### config.mk
export PLATFORM = sky130hd
export DESIGN_NAME = bakery_ticket_arbiter
export DESIGN_NICKNAME = d
export VERILOG_FILES = /design/src/rtl/bta_pkg.sv /design/src/rtl/bta_seq.sv /design/src/rtl/bakery_ticket_arbiter.sv
export SDC_FILE = /design/constraint.sdc
export NUM_CORES = 1
export LEC_CHECK = 0
export BUFFER_PORTS_ARGS = -buffer_cell sky130_fd_sc_hd__buf_4
export CAP_MARGIN = 40
export CORE_ASPECT_RATIO = 1.75
export CORE_MARGIN = 2
export CORE_UTILIZATION = 45
export CTS_BUF_LIST = sky130_fd_sc_hd__clkbuf_8
export DETAILED_ROUTE_END_ITERATION = 12
export HOLD_SLACK_MARGIN = 0.15
export PLACE_DENSITY = 0.58
export SLEW_MARGIN = 20
export SYNTH_ARGS = -nofsm -noshare
export SYNTH_HDL_FRONTEND = slang
export SYNTH_SLANG_ARGS = --single-unit
### constraint.sdc
create_clock -name clk -period 8.1 [get_ports clk]
set_input_delay 1.62 -clock clk [delete_from_list [all_inputs] [get_ports clk]]
set_output_delay 1.62 -clock clk [all_outputs]
set_load 0.01 [all_outputs]
### src/rtl/bta_pkg.sv
package bta_pkg;

  // Command codes; the unused code 3 behaves as a query
  typedef enum logic [1:0] {
    CMD_TAKE    = 2'd0,
    CMD_RELEASE = 2'd1,
    CMD_QUERY   = 2'd2
  } cmd_t;

  // Result status codes
  typedef enum logic [1:0] {
    ST_OK       = 2'd0,
    ST_HELD     = 2'd1,
    ST_OVERFLOW = 2'd2,
    ST_RANGE    = 2'd3
  } status_t;

  // Datapath operation selected by the current microcode step
  typedef enum logic [1:0] {
    OP_LOAD   = 2'd0,
    OP_READ   = 2'd1,
    OP_DRAIN  = 2'd2,
    OP_FINISH = 2'd3
  } dp_op_t;

  // Jump conditions
  typedef enum logic [1:0] {
    C_NO_START = 2'd0,
    C_MORE     = 2'd1,
    C_NEVER    = 2'd2,
    C_ALWAYS   = 2'd3
  } cond_t;

  typedef logic [1:0] step_t;

  localparam step_t STEP_IDLE   = 2'd0;
  localparam step_t STEP_SCAN   = 2'd1;
  localparam step_t STEP_DRAIN  = 2'd2;
  localparam step_t STEP_FINISH = 2'd3;

  // One control word: what the datapath does, and where to go next
  typedef struct packed {
    dp_op_t op;
    cond_t  cond;
    step_t  target;
  } uop_t;

  localparam int UCODE_DEPTH = 4;

  // Program: wait for start, scan the store, drain the read, finish
  localparam uop_t UCODE [UCODE_DEPTH] = '{
    '{op: OP_LOAD,   cond: C_NO_START, target: STEP_IDLE},
    '{op: OP_READ,   cond: C_MORE,     target: STEP_SCAN},
    '{op: OP_DRAIN,  cond: C_NEVER,    target: STEP_IDLE},
    '{op: OP_FINISH, cond: C_ALWAYS,   target: STEP_IDLE}
  };

  // Sequencer condition inputs
  typedef struct packed {
    logic start;
    logic more;
  } seq_cond_t;

  // Sequencer outputs to the datapath
  typedef struct packed {
    dp_op_t op;
    logic   busy;
  } seq_ctrl_t;

endpackage

### src/rtl/bta_seq.sv
module bta_seq (
  input  logic               clk,
  input  logic               rst,
  input  bta_pkg::seq_cond_t cond_in,
  output bta_pkg::seq_ctrl_t ctrl
);
  import bta_pkg::*;

  step_t step;
  step_t step_next;
  uop_t  uop;
  logic  jump;

  assign uop = UCODE[step];

  // Jump condition decode
  always_comb begin
    unique case (uop.cond)
      C_NO_START: jump = !cond_in.start;
      C_MORE:     jump = cond_in.more;
      C_NEVER:    jump = 1'b0;
      C_ALWAYS:   jump = 1'b1;
      default:    jump = 1'b1;
    endcase
    step_next = jump ? uop.target : step + 2'd1;
  end

  // Step counter
  always_ff @(posedge clk) begin
    if (rst) begin
      step <= STEP_IDLE;
    end else begin
      step <= step_next;
    end
  end

  assign ctrl.op   = uop.op;
  assign ctrl.busy = (step != STEP_IDLE);

endmodule

### src/rtl/bakery_ticket_arbiter.sv
// Bakery-style ticket arbiter. Each requester owns one ticket; take hands out
// one above the largest active ticket, release clears it, query only reports.
// An item is accepted when start is high and busy is low; its result appears
// on the result ports for exactly one cycle with strobe high, and must be
// taken then, since the block cannot be held off. Busy stays high from the
// accepting edge until the result is registered, so no new item is taken
// before the last one is through: the microcoded scan reads one ticket per
// cycle through the single read port of the ticket store, over active_count
// entries saturated to NUM_REQUESTERS, then a drain step waits for the
// registered read and a finish step updates the store and forms the result.
// The next item can be accepted in the cycle the result is shown. The store
// is cleared at reset through per-entry valid bits, so there is no clearing
// pass.
module bakery_ticket_arbiter #(
  parameter int NUM_REQUESTERS = 16,
  parameter int TICKET_BITS    = 16
) (
  input  logic        clk,
  input  logic        rst,
  // command channel
  input  logic        start,
  output logic        busy,
  input  logic [1:0]  cmd,
  input  logic [3:0]  requester,
  // result channel
  output logic        strobe,
  output logic [1:0]  status,
  output logic [15:0] ticket,
  output logic        head_valid,
  output logic [3:0]  head_index,
  output logic        requester_is_head,
  // configuration port
  input  logic        psel,
  input  logic        penable,
  input  logic        pwrite,
  input  logic [2:0]  paddr,
  input  logic [31:0] pwdata,
  output logic [31:0] prdata,
  output logic        pready
);
  import bta_pkg::*;

  localparam int AW = (NUM_REQUESTERS > 1) ? $clog2(NUM_REQUESTERS) : 1;
  localparam logic [8:0] NREQ = 9'(NUM_REQUESTERS);

  typedef logic [TICKET_BITS-1:0] tkt_t;

  seq_cond_t seq_cond;
  seq_ctrl_t ctrl;

  logic [4:0] active_count;
  logic [4:0] n_eff;

  // latched item
  logic [1:0] cmd_q;
  logic [4:0] req_q;

  // scan state
  logic [4:0] k;
  logic       rd_pend;
  logic [4:0] rd_idx;
  tkt_t       mem_q;
  logic       vld_q;
  tkt_t       rdata;
  tkt_t       maxv;
  tkt_t       req_old;
  logic       bv;
  tkt_t       bval;
  logic [4:0] bidx;

  // ticket store
  tkt_t                      mem [NUM_REQUESTERS];
  logic [NUM_REQUESTERS-1:0] valid;

  // finish stage
  logic       in_range;
  status_t    st;
  logic       wr_en;
  tkt_t       new_t;
  logic       req_wins;
  logic       hv;
  logic [4:0] hidx;

  // ---------------- configuration ----------------
  assign pready = 1'b1;
  assign prdata = (!paddr[2]) ? {27'd0, active_count} : 32'd0;

  always_ff @(posedge clk) begin
    if (rst) begin
      active_count <= 5'd16;
    end else if (psel && penable && pwrite && pready && !paddr[2]) begin
      active_count <= pwdata[4:0];
    end
  end

  assign n_eff = (9'(active_count) > NREQ) ? NREQ[4:0] : active_count;

  // ---------------- sequencer ----------------
  assign seq_cond.start = start;
  assign seq_cond.more  = ({1'b0, k} + 6'd1) < {1'b0, n_eff};

  bta_seq u_seq (
    .clk     (clk),
    .rst     (rst),
    .cond_in (seq_cond),
    .ctrl    (ctrl)
  );

  assign busy = ctrl.busy;

  // ---------------- finish logic ----------------
  assign in_range = req_q < n_eff;

  always_comb begin
    st    = ST_OK;
    wr_en = 1'b0;
    new_t = req_old;
    unique case (cmd_q)
      CMD_TAKE: begin
        if (!in_range) begin
          st = ST_RANGE;
        end else if (req_old != '0) begin
          st = ST_HELD;
        end else if (&maxv) begin
          st = ST_OVERFLOW;
        end else begin
          wr_en = 1'b1;
          new_t = maxv + tkt_t'(1);
        end
      end
      CMD_RELEASE: begin
        if (!in_range) begin
          st = ST_RANGE;
        end else begin
          wr_en = 1'b1;
          new_t = '0;
        end
      end
      default: begin
        st = ST_OK;
      end
    endcase
  end

  // merge the requester's new ticket with the best of the other entries
  always_comb begin
    req_wins = in_range && (new_t != '0) &&
               (!bv || (new_t < bval) || ((new_t == bval) && (req_q < bidx)));
    hv       = bv || req_wins;
    hidx     = req_wins ? req_q : bidx;
  end

  // ---------------- store: read and write ports ----------------
  always_ff @(posedge clk) begin
    if (ctrl.op == OP_READ) begin
      mem_q <= mem[AW'(k)];
      vld_q <= valid[AW'(k)];
    end
    if (ctrl.op == OP_FINISH && wr_en) begin
      mem[AW'(req_q)] <= new_t;
    end
  end

  always_ff @(posedge clk) begin
    if (rst) begin
      valid <= '0;
    end else if (ctrl.op == OP_FINISH && wr_en) begin
      valid[AW'(req_q)] <= 1'b1;
    end
  end

  assign rdata = vld_q ? mem_q : '0;

  // ---------------- scan control ----------------
  always_ff @(posedge clk) begin
    if (rst) begin
      rd_pend <= 1'b0;
      k       <= '0;
    end else begin
      rd_pend <= 1'b0;
      unique case (ctrl.op)
        OP_LOAD: begin
          k <= '0;
        end
        OP_READ: begin
          if (k < n_eff) begin
            rd_pend <= 1'b1;
            rd_idx  <= k;
            k       <= k + 5'd1;
          end
        end
        default: begin
          k <= k;
        end
      endcase
    end
  end

  // ---------------- item latch and accumulators ----------------
  always_ff @(posedge clk) begin
    if (ctrl.op == OP_LOAD && start) begin
      cmd_q   <= cmd;
      req_q   <= {1'b0, requester};
      maxv    <= '0;
      req_old <= '0;
      bv      <= 1'b0;
      bval    <= '0;
      bidx    <= '0;
    end else if (rd_pend) begin
      if (rdata > maxv) begin
        maxv <= rdata;
      end
      if (rd_idx == req_q) begin
        req_old <= rdata;
      end else if ((rdata != '0) && (!bv || (rdata < bval))) begin
        bv   <= 1'b1;
        bval <= rdata;
        bidx <= rd_idx;
      end
    end
  end

  // ---------------- result register ----------------
  always_ff @(posedge clk) begin
    if (rst) begin
      strobe <= 1'b0;
    end else begin
      strobe <= (ctrl.op == OP_FINISH);
    end
  end

  always_ff @(posedge clk) begin
    if (ctrl.op == OP_FINISH) begin
      status            <= st;
      ticket            <= in_range ? 16'(new_t) : 16'd0;
      head_valid        <= hv;
      head_index        <= hidx[3:0];
      requester_is_head <= hv && in_range && (hidx == req_q);
    end
  end

endmodule

==> results of run 1 <==
[critical path, stage by stage (launching register included)]
cell      delay [ns]
dfxtp_1         0.46
ha_1            0.29
nand3_1         0.24
nor2_1          0.45
a31oi_2         0.24
o21ai_2         0.63
a22o_1          0.69
ha_1            0.37
nor2b_1         0.13
o21a_1          0.15
o21a_1          0.18
o21ai_0         0.21
or4b_2          0.67
nand3_1         0.19
o211ai_4        0.13
mux2_2          0.32
[path summary, 6_finish.rpt]
check,end,cells after the start,from
max,head_index[3],15,maxv[0]
min,valid[7],2,valid[7]
max reg2reg,head_index[3],15,maxv[0]
min reg2reg,valid[7],2,valid[7]
[power by group through the flow]
stage	clock network, W	logic, W	registers [W]
floorplan	0	0.000903	0.00239
global placement	0	0.00117	0.00247
detailed placement	0	0.00120	0.00247
CTS	0.00145	0.00121	0.00243
global route	0.00152	0.00131	0.00244
finish	0.00140	0.00118	0.00243
[cell usage after synthesis, drive strengths merged, types with 23 or more instances]
library cell / count
and2: 31
edfxtp: 308
o21ai: 24
ha: 66
mux2i: 57
inv: 50
xnor2: 23
nand2: 25
mux4: 85
clkbuf: 47
dfxtp: 84
buf: 42
nor2: 106
[flip-flops by register name (all words and copies together) (netlist names)]
name               count
rd_idx                 5
req_old               16
valid                 16
cmd_q                  2
head_valid             1
mem_q                 16
u_seq.step             2
bv                     1
ticket                16
k                      5
rd_pend                1
req_q                  4
maxv                  16
status                 2
strobe                 1
mem                  256
requester_is_head      1
active_count           5
vld_q                  1
bval                  16
bidx                   5
head_index             4
[per-layer routing]
layer	wire (µm)	share of wire [%]
met2	22700	56
met4	1870	4.6
met3	1340	3.3
met1	14500	36
met5	0	0
[area by class of cell]
cell class	count	area [µm²]	share of cell area, %
timing repair buffer	85	681	3.54
sequential	392	10900	56.8
clock buffer	56	771	4.00
multi-input combinational	639	5860	30.4
clock inverter	43	208	1.08
inverter	50	188	0.975
tap	480	601	3.12
antenna	1	2.50	0.0130
[cell families (layout without fill, tap and decap cells)]
group                      count (synthesis)  count (layout)  share of synthesized area [%]
DFF                                      392             392                           63.4
and+or+nand+nor                          265             265                           7.78
muxes                                    146             146                           14.7
buffers and inverters                    139             234                           3.71
AOI/OAI and AO/OA                        108             108                           4.34
adders and majority gates                 66              66                           4.79
xor gates and xnor gates                  26              26                           1.32
other                                      2              29                         0.0435
[through the flow]
| step | power, W | area [µm²] | cells | setup WS, ns |
|---|---|---|---|---|
| CTS | 0.00509 | 19200 | 1745 | 2.41 |
| floorplan | 0.00330 | 17400 | 1170 | 3.43 |
| global placement | 0.00364 | 18200 | 1641 | 1.85 |
| detailed placement | 0.00367 | 18300 | 1646 | 2.44 |
| finish | 0.00501 | 19200 | 1746 | 2.49 |
| global route | 0.00528 | 19200 | 1746 | 2.04 |
[layout by cell type, fill, tap and decap left out, types with 7 or more instances in the layout]
master    synthesis  layout
buf_4            29      81
clkinv_2          0       9
xnor2_1          23      23
a21oi_1          22      22
nand4_1          15      15
inv_1            49      70
nand3_1          20      20
o21ai_0          23      16
clkinv_1          0      10
nor2b_1          12      12
o21ai_1           1       7
a21o_1           13      13
nor4_1           14      11
nor2_1          106      99
nand2_1          25      25
nor3_1           14       8
and2_1           29      28
dfxtp_1          84      80
nand2b_1          8       8
nor2_2            0       7
conb_1            2      28
edfxtp_1        308     308
mux2i_1          57      57
ha_1             66      66
clkbuf_8          0      56
mux4_2           85      85
==> results.md, run 1 <==
Global route:
- The global-route wire length before repair is 61100 µm.
- The initial antenna violation count was 1.
- The met1 global-route usage is 21.4%.
- The via count of the first global-routing pass is 10.2k.
- Entering global routing, the biggest net connects 62 pins.
- Global routing finished with a remaining overflow of 0.
- The met2 track demand over resource is 39.4%.
- met2 is the most crowded layer.
- Global routing used 20.3% of the available tracks across all layers.
- For met3 alone, demand over resource in global routing was 2.67%.

Clocking:
- The level count of the clock H-tree is 2.
- The setup fix buffers added after clock tree synthesis is 0.
- TritonCTS built the clock tree.
- In this run, CTS created clock tree buffers numbering 55.
- The post-cts sizing count is 0.
- The clock insertion delay at the later pin of the skew report is 0.61 ns.
- Counting along the longest clock path gives a buffer depth of 3.
- The clock net in this run drives a total of 392 sinks.
- After clock tree synthesis, the clock-pin slew on the worst setup and hold paths is 0.07 ns.
- The number of hold buffers added after CTS was 0.
- The clock tree root driver cell is clkbuf_8.

Pwr:
- For this design the total switching power over the nets is 0.00151 W.
- VDD sags by at most 0.135 mV.
- The internal portion of the total power is 0.00350 W.
- In this run, the combinational gates consume 23.6% of the power.
- Summed over all cells, the static leakage comes to 6.95 nW.
- The sequential share of power is 48.4%.
- The clock network fraction of design power is 28.0%.
- Of the total power, the share spent switching nets is 30.2%.
- The power per standard cell area is 260 mW/mm².

Drt:
- The violation count after the first detailed-route iteration is 431.
- Wires add up to 40500 µm.
- The via density per instance is 5.51.
- The first detailed-routing pass took 6 iterations.
- For this run, design rule violations remaining after detail routing come to 0.
- The wire length per cell is 23.2 µm.
- The number of nets with antenna violations after detailed routing is 0.
- The detailed-route via count is 9617.

Synth:
- The number of different library cells used by synthesis comes to 61.
- The synthesis warning total is 0.
- The cell area that synthesis handed to floorplanning was 0.0173 mm².
- The share of synthesized area in the top cell type comes to 53.6%.
- In this run, synthesis inferred 308 flip-flops with an integrated enable.
- A synthesized cell averages 15.1 µm².
- After synthesis the netlist holds a flip-flop and latch count of 392.
- Counting flops with an async set or reset pin after synthesis yields a share of 0%.
- In the synthesized netlist the dominant register cell turns out to be edfxtp_1.
- The library cell occupying the most area in the post-synthesis netlist is edfxtp_1.
- The share of the yosys chip area belonging to registers is 63.4%.
- Synthesis produced a netlist whose cell count is 1144.
- By area the synthesized netlist is led by edfxtp_1 (54%), mux4_2 (11%), dfxtp_1 (9.7%), ha_1 (4.8%), mux2i_1 (3.3%).

Timing:
- The maximum clock frequency is 178 MHz.
- The total of endpoints with negative setup slack in the final report is 0.
- The maximum clock skew at final layout is 0.0187 ns.
- The worst path uses 69.2% of the clock period.
- On the final layout, the worst hold slack is 0.471 ns.
- The final-report hold violation count is 0.
- In the final timing run, aggregate negative setup slack is 0 ns.
- The worst pin sits at a relative slew slack of 43.3%.
- At the pin with the least slew margin, the transition time is 0.842 ns.
- The post-layout minimum cycle time is 5.61 ns.
- Setup repair after global routing left no endpoint under its margin.
- The final-report max-slew violation count was 0.

Final layout:
- Cells fill 51.0% of the core in the end.
- At the end of the flow, the number of nets in the layout was 1336.
- In the final layout, the share of cells above drive strength 1 is 22.5%.
- The area growth from synthesis to layout is 11.6%.
- The fill cell instance count of the final layout is 3192.

Critical path:
- STA classifies the critical path endpoint as a flop.
- The data arrival time of the critical path is 5.96 ns.
- The startpoint type of the worst setup path is a flop.
- The critical path class is reg -> reg.
- For the worst setup path, the data required time is 8.45 ns.
- The highest net fanout along the worst path is 18.
- The internal reg-to-reg setup slack is 2.49 ns.

Floorplanning:
- The die area is 0.0400 mm².
- The initial standard-cell utilization of the core is 45.7%.
- Row generation in the floorplan step produced 94 rows.
- The area of the core is 0.0378 mm².
- The number of ports placed on the die boundary is 106.
- The floorplan step set the die height to 263 µm.
- The horizontal die dimension is 152 µm.

Flow run:
- Max-cap violations in this run came to 0.

Outcome:
- The run finished with clean final reports.

Placed design:
- The placer's final routability congestion estimate is 0.862.
- Port buffering added 48 buffers.
- The half-perimeter wire length of the detailed placement result is 26000 µm.

Hold path:
- The type of the most critical hold path is reg -> reg.
No activity file was read; power rests on OpenSTA's default activity.
==> run 2, diff against run 1 <==
--- a/config.mk
+++ b/config.mk
@@ -5,6 +5,7 @@
 export SDC_FILE = /design/constraint.sdc
 export NUM_CORES = 1
 export LEC_CHECK = 0
+export ABC_AREA = 1
 export BUFFER_PORTS_ARGS = -buffer_cell sky130_fd_sc_hd__buf_4
 export CAP_MARGIN = 40
 export CORE_ASPECT_RATIO = 1.75
==> constraint.sdc (replaced) <==
create_clock -name clk -period 5.22 [get_ports clk]
set_input_delay 1.044 -clock clk [delete_from_list [all_inputs] [get_ports clk]]
set_output_delay 1.044 -clock clk [all_outputs]
set_load 0.01 [all_outputs]
==> run 2 against run 1 <==
  * Final cell count grew 24%
  * Global-route usage up 3.0 points
  * Die area grew 0.36%
  * Count of clock-buffer cells in the layout rose by 5
  * Largest cell class unchanged
  * Highest routed layer unchanged
==> results.md, run 2 <==
Outcome:
- The run finished with clean final reports.

Clocking:
- The CTS tree is done.
- Clock-pin slew was measured on the worst setup and hold paths at 0.07 ns.
- The longest clock path from root to sink contains 3 buffers.
- The level count of the clock H-tree is 2.
- The number of buffers added to fix hold violations after cts is 0.
- The clock tree root driver cell is clkbuf_8.
- The number of buffers created by CTS is 55.
- Counting every sink on the clock net gives 392.
- The setup fix buffers added after clock tree synthesis is 0.
- The post-cts sizing count is 0.
- The clock insertion delay at the later pin of the skew report is 0.62 ns.

Timing:
- Setup repair after global routing left no endpoint under its margin.
- The transition time at the pin with the least slew margin is 0.844 ns.
- Setup violations remaining at the end of the flow were counted as 0.
- After routing, the total negative slack on setup checks comes to 0 ns.
- After layout, the minimum clock period comes to 4.63 ns.
- The clock arrives with 0.0312 ns of skew.
- The final period utilization is 88.6%.
- The final-report hold violation count is 0.
- The headroom to the max-slew limit is 43.6%.
- The final-report max-slew violation count was 0.
- After layout, the worst setup slack is 0.594 ns.
- The worst hold-check slack is 0.461 ns.
- The maximum clock frequency is 216 MHz.

Global route:
- In the global route stage, met1 resource usage came out at 25.6%.
- After global routing the overflow that remains totals 0.
- The via count of the first global-routing pass is 12.3k.
- The busiest layer in global routing is met2.
- Global routing consumed, on the met3 layer, 2.90% of the routing resources.
- The met2 track demand over resource is 42.5%.
- Global routing used 23.3% of the available tracks.
- The initial antenna violation count is 1.
- The first global-routing pass estimated 71300 µm of wire.
- The maximum number of pins on one net before global-route repair is 63.

Drt:
- The number of nets with antenna violations after detailed routing is 0.
- In this run, the number of DRC markers left after iteration 0 of detailed routing was 817.
- The wire length per cell is 21.9 µm.
- For this block, the via count after detailed routing is 12.4k.
- The number of iterations in the first detailed-routing pass is 7.
- In the routed design, unresolved DRC markers number 0.
- Using the TritonRoute via totals, the vias-per-cell ratio works out to 5.71.
- The routed design has 47600 µm of wire.

Final layout:
- The post-layout net count is 1754.
- More flip-flops sit in one register than any other, and that register is mem.
- The filler-free cell count of the finished design is 2173.
- Once layout is complete, the utilization of the core stands at 50.7%.
- The library cells used most frequently in the layout, excluding fill and tap cells, are edfxtp_1 (308), o21ai_0 (179), a21oi_1 (173).
- The flip-flop count of the largest register after layout is 256.
- The relative area change from synthesis to final layout is 11.8%.
- Of the cells placed in the final design, the portion with a size suffix greater than 1 is 13.5%.
- Leaving out fill and tap cells, the most frequent cell in the layout is edfxtp_1.
- After filler insertion, the fill cell instance count of the layout stands at 3401.

Synth:
- The synthesis warning total is 0.
- The async set or reset register ratio after synthesis is 0%.
- Ranked by total cell area, the synthesized netlist is headed by edfxtp_1 (53%), dfxtp_1 (9.7%), o21ai_0 (5.2%), a21oi_1 (5.0%), ha_1 (4.8%).
- The most used flip-flop cell after synthesis is edfxtp_1.
- After synthesis, the most frequently instantiated cells are edfxtp_1 (308), o21ai_0 (179), a21oi_1 (173).
- The number of enable flip-flop cells after synthesis is 308.
- The biggest area contributor in the post-synthesis netlist is edfxtp_1.
- After technology mapping, the gate count stands at 1572.
- Each instance of the synthesized netlist takes up on average 11.0 µm².
- After synthesis the cells add up to 0.0173 mm².
- In this run the biggest area consumer among cell types represents 53.4% of the synthesized area.
- The most repeated cell in the gate-level netlist after synthesis is edfxtp_1.
- Synthesis inferred 392 register bits.
- Sequential cells were found to cover 63.1% of the synthesized design area.
- The netlist uses 48 different library cells.

Floorplanning:
- The horizontal die dimension is 152 µm.
- After floorplanning, the core was divided into 95 placement rows.
- The die covers 0.0401 mm².
- The initial utilization of the core area, before any placement, comes to 45.4%.
- The core region is 0.0382 mm².
- The height of the chip is 264 µm.
- 106 I/O pins were placed.

Critical path:
- Across all register-to-register paths, the minimum setup slack is 0.59 ns.
- The depth of the most critical reg-to-reg path is 22.
- The worst register-to-register path ends at requester_is_head.
- Data on the critical path is required at its endpoint by 5.67 ns.
- Data on the critical path arrives at its endpoint at 5.07 ns.
- The critical path class is reg -> reg.
- The worst setup path is launched from a flop.
- The source of the worst register-to-register timing path is req_q[2].
- The kind of end point of the critical path is a flop.
- Along the worst path, the maximum fanout reaches 18.

Pwr:
- The highest ir drop seen on vdd is 0.199 mV.
- The power per standard cell area is 474 mW/mm².
- For this design the static power due to leakage is 7.28 nW.

Flow run:
- The tool flagged a number of max-cap violations equal to 0.

Placed design:
- The post-placement cell count is 2066.
- Port buffering added 48 buffers.
- At the placement stage, the worst setup path has a slack of 0.671 ns.
- The half-perimeter wire length of the detailed placement result is 29600 µm.
- The placer's final routability congestion estimate is 0.884.

Hold path:
- The beginning of the worst hold path is valid[10].
- The number of instances on the worst hold path is 1.
- The endpoint of the worst hold path is valid[10].
- The type of the most critical hold path is reg -> reg.
[run 2: logic make-up (layout without fill, tap and decap cells)]
kind of cell             Yosys count  count (layout)  synth area share [%]
AO/OA/AOI/OAI                    465             465                  15.2
AND/OR/NAND/NOR                  420             420                  10.6
other                              2              29                0.0434
adder cells (fa/ha/maj)           66              66                  4.77
flip-flops                       392             392                  63.1
buffers and inverters            211             300                  5.45
XOR/XNOR                          16              16                 0.809
[run 2: cell type report]
type	count	area (µm²)	area share, %
sequential	392	10900	56.5
multi-input combinational	995	5610	29.0
clock buffer	61	840	4.34
timing repair buffer	87	713	3.68
tap	485	607	3.14
inverter	110	418	2.16
clock inverter	42	234	1.21
antenna	1	2.50	0.0129
[run 2: stage by stage]
step	cell area (µm²)	total power (W)
after floorplan	17400	0.00603
after global placement	18200	0.00683
after detailed placement	18200	0.00691
after CTS	19300	0.00923
after global routing	19400	0.00971
final	19400	0.00918
[run 2: layer usage]
metal,part of all wire (%),vias up
li1,-,5730
met1,37,6106
met2,52,410
met3,4.7,154
met4,6.5,0
met5,0,-
[run 2: worst max path at each step]
stage                     slack [ns]                end             from
after floorplan                 1.74      head_index[1]  active_count[4]
after global placement          0.69  requester_is_head  active_count[4]
after detailed placement        0.67  requester_is_head         req_q[2]
after CTS                       0.64  requester_is_head         req_q[2]
after global routing            0.28  requester_is_head  active_count[4]
final                           0.59  requester_is_head         req_q[2]
[run 2: critical path: stages, from the launching register on]
cell	delay, ns
edfxtp_1	0.53
ha_1	0.37
nand2_1	0.06
nand2_1	0.04
nand2_1	0.06
nand2_2	0.08
nor2_8	0.31
nand3_2	0.42
nand3_2	0.23
nand2_2	0.24
ha_1	0.36
nand2_1	0.07
nor2_1	0.21
nand4_1	0.19
nor4_1	0.30
buf_4	0.20
o21a_1	0.11
nor2_1	0.04
nand2_1	0.10
nand3_4	0.17
nand3_1	0.13
nand2_1	0.07
nor3_2	0.16
[run 2: where the power goes]
group	internal [W]	switching, W
sequential	0.00379	0.000244
combinational	0.000884	0.00194
clock	0.00118	0.00114
total	0.00585	0.00333
